--- config.mk ---
export PLATFORM = sky130hd
export DESIGN_NAME = integer_to_ascii_formatter
export DESIGN_NICKNAME = d
export VERILOG_FILES = /design/src/hw/rtl/itoa_pkg.sv /design/src/hw/rtl/integer_to_ascii_formatter.sv /design/src/hw/rtl/itoa_ctrl.sv /design/src/hw/rtl/itoa_datapath.sv
export SDC_FILE = /design/constraint.sdc
export NUM_CORES = 1
export LEC_CHECK = 0
export ABC_AREA = 1
export BUFFER_PORTS_ARGS = -buffer_cell sky130_fd_sc_hd__buf_4
export CORE_MARGIN = 10
export CORE_UTILIZATION = 40
export CTS_BUF_LIST = sky130_fd_sc_hd__clkbuf_4 sky130_fd_sc_hd__clkbuf_8
export CTS_CLUSTER_SIZE = 25
export DETAILED_ROUTE_END_ITERATION = 10
export PLACE_DENSITY_LB_ADDON = 0.2
export SLEW_MARGIN = 20
export SYNTH_ARGS = -nofsm -noshare
export SYNTH_HDL_FRONTEND = slang
export SYNTH_SLANG_ARGS = --single-unit
--- constraint.sdc ---
create_clock -name i_clk -period 2.4 [get_ports i_clk]
set_input_delay 0.48 -clock i_clk [delete_from_list [all_inputs] [get_ports i_clk]]
set_output_delay 0.48 -clock i_clk [all_outputs]
set_load 0.1 [all_outputs]
--- src/hw/rtl/itoa_pkg.sv ---
// Shared constants, types and the glyph lookup for the integer-to-ASCII formatter.
// No dependencies; every other file of the block imports this package.
package itoa_pkg;

    // Width of the number to print.
    localparam int VALUE_BITS = 32;

    // Decimal digits needed for 2^VALUE_BITS - 1 (1233/4096 approximates log10(2)).
    localparam int DEC_DIGITS = ((VALUE_BITS * 1233) >> 12) + 1;
    localparam int HEX_DIGITS = (VALUE_BITS + 3) / 4;
    localparam int DIGIT_SLOTS = (DEC_DIGITS > HEX_DIGITS) ? DEC_DIGITS : HEX_DIGITS;
    localparam int BCD_W = DIGIT_SLOTS * 4;
    localparam int PTR_W = (DIGIT_SLOTS > 1) ? $clog2(DIGIT_SLOTS) : 1;
    localparam int CNT_W = $clog2(VALUE_BITS + 1);

    // Stream payload widths.
    localparam int IN_TDATA_W = ((VALUE_BITS + 7) / 8) * 8;
    localparam int FUNC_W = 2;
    localparam int CHAR_W = 8;

    // Format selector codes; bit 1 set selects hexadecimal.
    localparam logic [FUNC_W-1:0] FUNC_SDEC = 2'd0;
    localparam logic [FUNC_W-1:0] FUNC_UDEC = 2'd1;
    localparam logic [FUNC_W-1:0] FUNC_HEX  = 2'd2;

    localparam logic [CHAR_W-1:0] CHAR_MINUS = 8'h2D;
    localparam logic [CHAR_W-1:0] CHAR_ZERO  = 8'h30;
    localparam logic [CHAR_W-1:0] CHAR_NINE  = 8'h39;
    localparam logic [CHAR_W-1:0] CHAR_UPA   = 8'h41;
    localparam logic [CHAR_W-1:0] CHAR_UPF   = 8'h46;

    // Commands from the controller to the datapath.
    typedef struct packed {
        logic load;       // capture an input item
        logic shift;      // one binary-to-BCD step
        logic set_ptr;    // point at the most significant nonzero digit
        logic put_sign;   // load '-' into the output register
        logic put_digit;  // load the pointed digit and step the pointer down
    } t_dp_cmd;

    // Status from the datapath to the controller.
    typedef struct packed {
        logic sign;       // a '-' precedes the digits
        logic ptr_zero;   // the pointer is at the least significant digit
    } t_dp_status;

    // Digit value to uppercase ASCII.
    function automatic logic [CHAR_W-1:0] glyph(input logic [3:0] d);
        logic [CHAR_W-1:0] ext;
        ext = {{(CHAR_W-4){1'b0}}, d};
        if (d < 4'd10) begin
            return CHAR_ZERO + ext;
        end else begin
            return CHAR_UPA - 8'd10 + ext;
        end
    endfunction

endpackage

--- src/hw/rtl/integer_to_ascii_formatter.sv ---
// Top level of the integer-to-ASCII formatter: joins controller and datapath.
// Depends on itoa_pkg, itoa_ctrl and itoa_datapath.
//
// Usage: the slave stream takes one number per item, the value in tdata and the
// format in tuser (0 signed decimal, 1 unsigned decimal, 2 or 3 uppercase hex).
// The master stream returns one ASCII character per item, most significant digit
// first, with tlast on the final character of the number. Negative signed values
// start with '-'. Zero prints a single '0'; there is no padding or prefix.
// Timing: one number is handled at a time. Decimal numbers pass through a
// shift-and-add-3 converter, one value bit per shift, and hex numbers skip it;
// the ST_PTR state then locates the leading digit, and one character leaves
// per cycle while the receiver takes them. A decimal number prints up to 11
// characters (a sign and 10 digits), a hex number up to 8.
// The next number is accepted as soon as the last character sits in the output
// register, even while that character still waits to be taken.
// When the receiver stalls, the output register holds its character and the
// block waits. A synchronous active-low reset empties the output and returns the
// block to idle, ready for a number.
module integer_to_ascii_formatter
    import itoa_pkg::*;
(
    input  logic                  i_clk,
    input  logic                  i_rst_n,
    input  logic                  s_axis_tvalid,
    output logic                  s_axis_tready,
    input  logic [IN_TDATA_W-1:0] s_axis_tdata,   // [31:0] value
    input  logic [FUNC_W-1:0]     s_axis_tuser,   // [1:0] func
    output logic                  m_axis_tvalid,
    input  logic                  m_axis_tready,
    output logic [CHAR_W-1:0]     m_axis_tdata,   // [7:0] ascii_char
    output logic                  m_axis_tlast    // last_char
);

    t_dp_cmd    cmd;
    t_dp_status status;

    // Sequencing.
    itoa_ctrl u_ctrl (
        .i_clk       (i_clk),
        .i_rst_n     (i_rst_n),
        .i_in_valid  (s_axis_tvalid),
        .o_in_ready  (s_axis_tready),
        .i_in_hex    (s_axis_tuser[1]),
        .i_out_ready (m_axis_tready),
        .o_out_valid (m_axis_tvalid),
        .o_cmd       (cmd),
        .i_status    (status)
    );

    // Conversion and character output.
    itoa_datapath u_dp (
        .i_clk    (i_clk),
        .i_rst_n  (i_rst_n),
        .i_cmd    (cmd),
        .i_value  (s_axis_tdata[VALUE_BITS-1:0]),
        .i_func   (s_axis_tuser),
        .o_status (status),
        .o_char   (m_axis_tdata),
        .o_last   (m_axis_tlast)
    );

endmodule

--- src/hw/rtl/itoa_ctrl.sv ---
// Controller of the integer-to-ASCII formatter: sequences load, conversion and
// character output, and owns the input ready and output valid. Uses itoa_pkg.
module itoa_ctrl
    import itoa_pkg::*;
(
    input  logic       i_clk,
    input  logic       i_rst_n,
    input  logic       i_in_valid,
    output logic       o_in_ready,
    input  logic       i_in_hex,
    input  logic       i_out_ready,
    output logic       o_out_valid,
    output t_dp_cmd    o_cmd,
    input  t_dp_status i_status
);

    typedef enum logic [2:0] {
        ST_IDLE,
        ST_CONV,
        ST_PTR,
        ST_SIGN,
        ST_DIGIT
    } t_state;

    t_state           r_state, n_state;
    logic [CNT_W-1:0] r_cnt, n_cnt;
    logic             r_out_valid, n_out_valid;
    logic             out_free;
    logic             accept;

    assign o_in_ready  = (r_state == ST_IDLE);
    assign o_out_valid = r_out_valid;
    assign accept      = i_in_valid && (r_state == ST_IDLE);
    // The output register can take a new character when empty or being drained.
    assign out_free    = !r_out_valid || i_out_ready;

    // Next state and datapath commands.
    always_comb begin
        n_state     = r_state;
        n_cnt       = r_cnt;
        n_out_valid = r_out_valid && !i_out_ready;
        o_cmd       = '0;
        case (r_state)
            ST_IDLE: begin
                if (accept) begin
                    o_cmd.load = 1'b1;
                    n_cnt      = CNT_W'(VALUE_BITS);
                    n_state    = i_in_hex ? ST_PTR : ST_CONV;
                end
            end
            ST_CONV: begin
                o_cmd.shift = 1'b1;
                n_cnt       = r_cnt - 1'b1;
                if (r_cnt == CNT_W'(1)) begin
                    n_state = ST_PTR;
                end
            end
            ST_PTR: begin
                o_cmd.set_ptr = 1'b1;
                n_state       = i_status.sign ? ST_SIGN : ST_DIGIT;
            end
            ST_SIGN: begin
                if (out_free) begin
                    o_cmd.put_sign = 1'b1;
                    n_out_valid    = 1'b1;
                    n_state        = ST_DIGIT;
                end
            end
            ST_DIGIT: begin
                if (out_free) begin
                    o_cmd.put_digit = 1'b1;
                    n_out_valid     = 1'b1;
                    if (i_status.ptr_zero) begin
                        n_state = ST_IDLE;
                    end
                end
            end
            default: begin
                n_state = ST_IDLE;
            end
        endcase
    end

    // State, step counter and output valid.
    always_ff @(posedge i_clk) begin
        if (!i_rst_n) begin
            r_state     <= ST_IDLE;
            r_cnt       <= '0;
            r_out_valid <= 1'b0;
        end else begin
            r_state     <= n_state;
            r_cnt       <= n_cnt;
            r_out_valid <= n_out_valid;
        end
    end

endmodule

--- src/hw/rtl/itoa_datapath.sv ---
// Datapath of the integer-to-ASCII formatter: magnitude, shift-and-add-3 BCD
// register, digit pointer and output character register. Uses itoa_pkg.
module itoa_datapath
    import itoa_pkg::*;
(
    input  logic                  i_clk,
    input  logic                  i_rst_n,
    input  t_dp_cmd               i_cmd,
    input  logic [VALUE_BITS-1:0] i_value,
    input  logic [FUNC_W-1:0]     i_func,
    output t_dp_status            o_status,
    output logic [CHAR_W-1:0]     o_char,
    output logic                  o_last
);

    logic [VALUE_BITS-1:0] r_work;
    logic [BCD_W-1:0]      r_bcd;
    logic                  r_sign;
    logic [PTR_W-1:0]      r_ptr;
    logic [CHAR_W-1:0]     r_char;
    logic                  r_last;

    logic                  neg;
    logic [VALUE_BITS-1:0] mag;
    logic [BCD_W-1:0]      bcd_adj;
    logic [PTR_W-1:0]      msd;
    logic [3:0]            cur_digit;

    // Two's-complement magnitude in signed decimal mode.
    assign neg = (i_func == FUNC_SDEC) && i_value[VALUE_BITS-1];
    assign mag = neg ? VALUE_BITS'(~i_value + 1'b1) : i_value;

    // Add 3 to every BCD digit of 5 or more before the next shift.
    always_comb begin
        for (int j = 0; j < DIGIT_SLOTS; j++) begin
            if (r_bcd[4*j +: 4] >= 4'd5) begin
                bcd_adj[4*j +: 4] = r_bcd[4*j +: 4] + 4'd3;
            end else begin
                bcd_adj[4*j +: 4] = r_bcd[4*j +: 4];
            end
        end
    end

    // Highest nonzero digit; zero when the whole number is zero.
    always_comb begin
        msd = '0;
        for (int i = 0; i < DIGIT_SLOTS; i++) begin
            if (r_bcd[4*i +: 4] != 4'd0) begin
                msd = PTR_W'(i);
            end
        end
    end

    assign cur_digit = r_bcd[4*r_ptr +: 4];

    // Conversion registers.
    always_ff @(posedge i_clk) begin
        if (!i_rst_n) begin
            r_work <= '0;
            r_sign <= 1'b0;
        end else if (i_cmd.load) begin
            r_work <= mag;
            r_sign <= neg;
        end else if (i_cmd.shift) begin
            r_work <= {r_work[VALUE_BITS-2:0], 1'b0};
        end
    end

    // Digit store: raw nibbles in hex mode, built up by shifting in decimal mode.
    always_ff @(posedge i_clk) begin
        if (i_cmd.load) begin
            r_bcd <= i_func[1] ? BCD_W'(i_value) : '0;
        end else if (i_cmd.shift) begin
            r_bcd <= {bcd_adj[BCD_W-2:0], r_work[VALUE_BITS-1]};
        end
    end

    // Digit pointer walks from the most significant digit down.
    always_ff @(posedge i_clk) begin
        if (i_cmd.set_ptr) begin
            r_ptr <= msd;
        end else if (i_cmd.put_digit && (r_ptr != '0)) begin
            r_ptr <= r_ptr - 1'b1;
        end
    end

    // Output character register.
    always_ff @(posedge i_clk) begin
        if (i_cmd.put_sign) begin
            r_char <= CHAR_MINUS;
            r_last <= 1'b0;
        end else if (i_cmd.put_digit) begin
            r_char <= glyph(cur_digit);
            r_last <= (r_ptr == '0);
        end
    end

    assign o_status.sign     = r_sign;
    assign o_status.ptr_zero = (r_ptr == '0);
    assign o_char            = r_char;
    assign o_last            = r_last;

endmodule

## Word-level counts from Yosys, hierarchy flattened

Cells that the tools add are included.

- Input bits: 38
- Register bits: 96
- Logic and storage cells: 120

- Shift-type cells: 1
- $add $sub $neg: 15
- Equality and inequality tests: 10
- Multiplexer cells: 47
- Reductions and logical operators: 26
- Order comparisons: 11
- Bitwise logic cells: 1

Operator list:

| operator | count |
|---|---|
| 32-bit 2-to-1 mux | 4 |
| 40-bit 2-to-1 mux | 2 |
| 4-bit 2-to-1 mux | 13 |
| 4-bit by 3-bit >= comparator with 1-bit output, second input constant | 10 |
| 4-bit nonzero test | 10 |
| 40-bit by 7-bit indexed part select with 4-bit output | 1 |
| 4-bit by 2-bit adder with 4-bit output, second input constant | 9 |
| 3-bit 2-to-1 mux | 11 |
| 32-bit by 1-bit adder with 32-bit output, second input constant | 1 |
| 32-bit inverter | 1 |
| 3-bit case mux with 5 select lines | 1 |
| 6-bit by 4-bit adder with 7-bit output, first input constant | 2 |
| 6-bit case mux with 2 select lines | 1 |
| 1-bit 2-to-1 mux | 10 |
| 8-bit 2-to-1 mux | 1 |
| 2-bit by 1-bit != test with 1-bit output, second input constant | 4 |
| 3-bit by 2-bit == test with 1-bit output, second input constant | 2 |
| 6-bit by 1-bit == test with 1-bit output, second input constant | 1 |
| 2-bit 2-to-1 mux | 3 |
| 6-bit 2-to-1 mux | 1 |
| 2-bit nonzero test | 3 |
| 6-bit by 1-bit subtractor with 6-bit output, second input constant | 1 |
| 5-bit AND reduction | 1 |
| 1-bit logical AND | 4 |
| other kinds (13) | 14 |

## Depth between registers and ports, before layout

- Word-level depth: 11
- Gate-level depth with buffers: 14
- Mapped depth without buffers: 14

## Modules after synthesis

A second synthesis with hierarchy kept.

- Cells, all modules: 1008
- Area total of the unflattened synthesis: 6946.7 um^2

Modules (own cells, without submodules):

| module | area each (um^2) | times used | cells an instance |
|---|---|---|---|
| itoa_datapath | 6331.1 | 1 | 911 |
| itoa_ctrl | 615.6 | 1 | 97 |

## Worst setup path before layout

No wires, ideal clock.

- Path kind: reg2reg
- Start: register u_ctrl.r_out_valid, in the netlist u_ctrl.o_out_valid
- End: register u_ctrl.r_state[1]
- Stages on the path, launching flop included: 8
- Slack: 449 ps
- Buffers on the path: 0
- Data arrival time: 1820 ps
- Library setup time: 131 ps
- Cell sequence: dfxtp_1 inv_1 nor2_1 inv_1 a21oi_1 nor3_4 o21ai_0 a31oi_1

- Cells in the longest elaborated chain, start to end: 4
- Elaborated cells on any way between the ends: 5
- Those cells by class: 2 x eq/ne; 3 x reduce/logical

RTL lines:

| what | RTL line | RTL |
|---|---|---|
| start: declaration | itoa_ctrl.sv:27 | `logic r_out_valid, n_out_valid;` |
| start signal: assignment | itoa_ctrl.sv:93 | `r_out_valid <= n_out_valid;` |
| 1-bit zero test * | itoa_ctrl.sv:35 | `assign out_free = !r_out_valid \|\| i_out_ready;` |
| 1-bit logical OR * | itoa_ctrl.sv:35 |  |
| 2-bit by 1-bit != test with 1-bit output (no source line) | -- |  |
| 5-bit AND reduction (no source line) * | -- |  |
| end signal: assignment | itoa_ctrl.sv:91 | `r_state <= n_state;` |
| end: declaration | itoa_ctrl.sv:25 | `t_state r_state, n_state;` |

Every way passes the cells marked *; elsewhere a longest branch is shown, timed or not.
A chain may end at the register's enable or synchronous reset.

## Worst setup path after layout

- Start: register u_ctrl.r_state[0]
- End: output s_axis_tready

- Cells in the longest elaborated chain, start to end: 1

RTL lines:

| what | RTL line | RTL |
|---|---|---|
| 3-bit zero test | itoa_ctrl.sv:31 | `assign o_in_ready = (r_state == ST_IDLE);` |
| end: declaration | integer_to_ascii_formatter.sv:25 | `output logic s_axis_tready,` |

Every way passes these cells.

==> impl_metrics.prom <==
# TYPE chip_impl_metric gauge
chip_impl_metric{name="netlist_instances",unit=""} 979
chip_impl_metric{name="clock_latency",unit="ns"} 0.39
chip_impl_info{name="outcome",value="completed"} 1
chip_impl_metric{name="peak_supply_drop",unit="V"} 0.000907
chip_impl_metric{name="synth_area",unit="µm²"} 6650
chip_impl_metric{name="total_switching_power",unit="mW"} 5.39
chip_impl_metric{name="final.setup.tns",unit="ns"} 0
chip_impl_metric{name="grt_start_max_net_pins",unit=""} 56
chip_impl_metric{name="ys_types",unit=""} 45
chip_impl_metric{name="critPathRequiredTime",unit="ns"} 1.92
chip_impl_metric{name="initial_antenna_violation_count",unit=""} 0
chip_impl_info{name="worst_setup_path_end_kind",value="primary output"} 1
chip_impl_metric{name="timing.final.setup_violations",unit=""} 0
chip_impl_metric{name="initial_core_util",unit=""} 0.405
chip_impl_info{name="synthFlopType",value="sky130_fd_sc_hd__dfxtp_1"} 1
chip_impl_metric{name="slew_violations",unit=""} 0
chip_impl_metric{name="synth.ff_latch_count",unit=""} 95
chip_impl_info{name="yosysMostFrequentCell",value="sky130_fd_sc_hd__nand2_1"} 1
chip_impl_info{name="rsz0062_at_grt",value="no"} 1
chip_impl_metric{name="syn-mean-instance-area",unit="µm²"} 6.79
chip_impl_metric{name="final_gp_congestion",unit=""} 0.951
chip_impl_metric{name="power-per-cell-area",unit="nW/µm²"} 1430
chip_impl_metric{name="dr.first_iter.drc_count",unit=""} 435
chip_impl_metric{name="fin_worst_hold_slack",unit="ns"} 0.352
chip_impl_metric{name="synth.yosys.warnings",unit=""} 0
chip_impl_metric{name="remaining_drc_errors",unit=""} 0
chip_impl_metric{name="globalRouteOverflowTotal",unit=""} 0
chip_impl_metric{name="grt_pass1_wl",unit="µm"} 30800
chip_impl_metric{name="dpl.hpwl",unit="µm"} 14200
chip_impl_metric{name="post_cts.resized_instances",unit=""} 0
chip_impl_metric{name="cts_made_buffers",unit=""} 9
chip_impl_metric{name="worst_slew_pin_slew",unit="ns"} 0.522
chip_impl_metric{name="arrival",unit="ns"} 1.56
chip_impl_metric{name="synthArstFlopShare",unit=""} 0
chip_impl_metric{name="comb_power_share",unit=""} 0.583
chip_impl_metric{name="max-slew-margin-rel",unit=""} 0.649
chip_impl_metric{name="cellLeakagePower",unit="nW"} 3.29
chip_impl_metric{name="period_needed",unit="ns"} 2.04
chip_impl_metric{name="clock_buffer_depth",unit=""} 2
chip_impl_metric{name="drv.max_cap_violation_count",unit=""} 0
chip_impl_metric{name="pwr-share-seq",unit=""} 0.317
chip_impl_info{name="hold_class",value="in -> reg"} 1
chip_impl_metric{name="number_of_enable_flip_flop_cells_after_synthesis",unit=""} 44
chip_impl_metric{name="grt_pass1_vias",unit=""} 6029
chip_impl_metric{name="first_pass_iters",unit=""} 5
chip_impl_metric{name="achievable-frequency",unit="GHz"} 0.491
chip_impl_metric{name="cellInternalPower",unit="mW"} 5.18
chip_impl_metric{name="vias",unit=""} 6282
chip_impl_metric{name="synth.net_count",unit=""} 1042
chip_impl_info{name="worst-setup-path-type",value="reg -> out"} 1
chip_impl_metric{name="timing.final.hold_violations",unit=""} 0
chip_impl_metric{name="all_layer_global_routing_usage",unit=""} 0.171
chip_impl_metric{name="drive_above_1_share",unit=""} 0.105
chip_impl_metric{name="post-cts-setup-buffers",unit=""} 0
chip_impl_metric{name="clk_transition_reported_paths",unit="ns"} 0.10
chip_impl_metric{name="antenna-diode-count",unit=""} 0
chip_impl_metric{name="die_width",unit="µm"} 149
chip_impl_metric{name="layout.cells.non_filler",unit=""} 1245
chip_impl_metric{name="std_cell_rows",unit=""} 47
chip_impl_info{name="netlist_top_cells_count",value="279 x sky130_fd_sc_hd__nand2_1, 120 x sky130_fd_sc_hd__inv_1, 101 x sky130_fd_sc_hd__o21ai_0"} 1
chip_impl_metric{name="post-route-util",unit=""} 0.452
chip_impl_metric{name="finalPower",unit="mW"} 10.6
chip_impl_info{name="cts_tree",value="built"} 1
chip_impl_metric{name="dieHeight",unit="µm"} 149
chip_impl_info{name="synth_area_leader",value="sky130_fd_sc_hd__edfxtp_1"} 1
chip_impl_metric{name="period_share",unit=""} 0.849
chip_impl_metric{name="clock_sink_count",unit=""} 95
chip_impl_metric{name="layout.filler_cells",unit=""} 1714
chip_impl_metric{name="die_area",unit="µm²"} 22200
chip_impl_metric{name="post-place-cells",unit=""} 1229
chip_impl_metric{name="core_region_area",unit="µm²"} 16400
chip_impl_metric{name="synth_largest_type_area_fraction",unit=""} 0.199
chip_impl_metric{name="drt-wirelength-per-cell",unit="µm"} 15.2
chip_impl_metric{name="cts_hold_repair.buffers",unit=""} 0
chip_impl_metric{name="finalClockSkew",unit="ns"} 0.0209
chip_impl_metric{name="yosysSeqAreaShare",unit=""} 0.352
chip_impl_metric{name="fin_nets",unit=""} 1083
chip_impl_metric{name="synthToLayoutAreaGrowth",unit="%"} 11.6
chip_impl_info{name="yosys-top-cells-area",value="sky130_fd_sc_hd__edfxtp_1 20%, sky130_fd_sc_hd__nand2_1 16%, sky130_fd_sc_hd__dfxtp_1 15%"} 1
chip_impl_metric{name="portbufs",unit=""} 47
chip_impl_metric{name="h-tree-depth",unit=""} 3
chip_impl_info{name="clk_root_buffer_cell",value="sky130_fd_sc_hd__clkbuf_8"} 1
chip_impl_metric{name="antenna_left",unit=""} 0
chip_impl_metric{name="netSwitchingFraction",unit=""} 0.510
chip_impl_metric{name="critical_path_peak_fanout",unit=""} 6
chip_impl_metric{name="clock_power_share",unit=""} 0.100
chip_impl_info{name="start_kind",value="flop"} 1
chip_impl_metric{name="io_pins",unit=""} 49
chip_impl_metric{name="drt-total-wl",unit="µm"} 19000
chip_impl_metric{name="post_drt_via_cell_ratio",unit=""} 5.05
layout make-up:
type | instances | area (µm²) | area share
multi-input cells | 723 | 3640 | 0.491
flip-flops and latches | 95 | 2340 | 0.316
repair buffers | 63 | 498 | 0.0671
inverters | 128 | 480 | 0.0648
well taps | 220 | 275 | 0.0371
clock buffers | 9 | 124 | 0.0167
clock inverters | 7 | 53.8 | 0.00725
registers in the layout, indices dropped and copies added (netlist names):
register            cells
u_ctrl.o_out_valid      1
u_ctrl.r_cnt            6
u_ctrl.r_state          3
u_dp.o_char             7
u_dp.o_last             1
u_dp.r_bcd             40
u_dp.r_ptr              4
u_dp.r_sign             1
u_dp.r_work            32
through the flow:
step | worst slack, ns | cell area, µm²
final | 0.361 | 7420
after floorplan | 0.449 | 6650
after detailed placement | 0.280 | 7240
after CTS | 0.323 | 7420
after global placement | 0.304 | 7240
after global routing | 0.160 | 7420
path summary, 6_finish.rpt:
| check | startpoint | endpoint | slack [ns] | depth (start not counted) |
|---|---|---|---|---|
| worst max-delay path | u_ctrl.r_state[0] | s_axis_tready | 0.36 | 4 |
| worst min-delay path | s_axis_tdata[0] | u_dp.r_work[0] | 0.35 | 3 |
| worst max register to register | u_dp.r_ptr[0] | u_ctrl.r_state[0] | 0.40 | 10 |
| worst min register to register | u_dp.r_work[11] | u_dp.r_work[11] | 0.47 | 2 |
cell families (layout without fill, tap and decap cells):
kind of cell / Yosys count / after routing / synth area share
AO/OA/AOI/OAI: 219 / 219 / 0.183
XOR/XNOR: 20 / 20 / 0.0264
adder cells (fa/ha/maj): 25 / 25 / 0.0471
buffers and inverters: 161 / 207 / 0.0994
flip-flops: 95 / 95 / 0.352
other: 1 / 1 / 0.000564
AND/OR/NAND/NOR: 458 / 458 / 0.291
layer usage:
metal | part of all wire | GRT usage
met1 | 0.47 | 0.223
met2 | 0.47 | 0.279
met3 | 0.036 | 0.0309
met4 | 0.023 | 0.0594
met5 | 0 | 0
power groups by stage:
stage | Combinational (mW) | Sequential [mW] | Clock (mW)
after floorplan | 4.20 | 3.74 | 0
after global placement | 6.12 | 3.37 | 0
after detailed placement | 6.17 | 3.38 | 0
after CTS | 6.20 | 3.34 | 1.08
after global routing | 7.00 | 3.45 | 1.14
final | 6.16 | 3.35 | 1.06
placed cells by master (no fill, tap or decap), types with 5 or more instances in the layout:
cell,instances
sky130_fd_sc_hd__a21oi_1,60
sky130_fd_sc_hd__buf_4,61
sky130_fd_sc_hd__clkbuf_8,9
sky130_fd_sc_hd__dfxtp_1,51
sky130_fd_sc_hd__edfxtp_1,44
sky130_fd_sc_hd__ha_1,25
sky130_fd_sc_hd__inv_1,120
sky130_fd_sc_hd__inv_2,6
sky130_fd_sc_hd__nand2_1,279
sky130_fd_sc_hd__nand3_1,59
sky130_fd_sc_hd__nand4_1,8
sky130_fd_sc_hd__nor2_1,85
sky130_fd_sc_hd__nor2_2,6
sky130_fd_sc_hd__o211ai_1,5
sky130_fd_sc_hd__o21ai_0,101
sky130_fd_sc_hd__o21ai_1,9
sky130_fd_sc_hd__o22ai_1,24
sky130_fd_sc_hd__or2_2,5
sky130_fd_sc_hd__xor2_1,20
critical path, cell delays in order (launching register included):
cell and delay (ns):
sky130_fd_sc_hd__dfxtp_1 0.42, sky130_fd_sc_hd__nor2_4 0.18, sky130_fd_sc_hd__nand2_4 0.10, sky130_fd_sc_hd__inv_1 0.16, sky130_fd_sc_hd__buf_4 0.32
(Power assumes the default switching activity.)
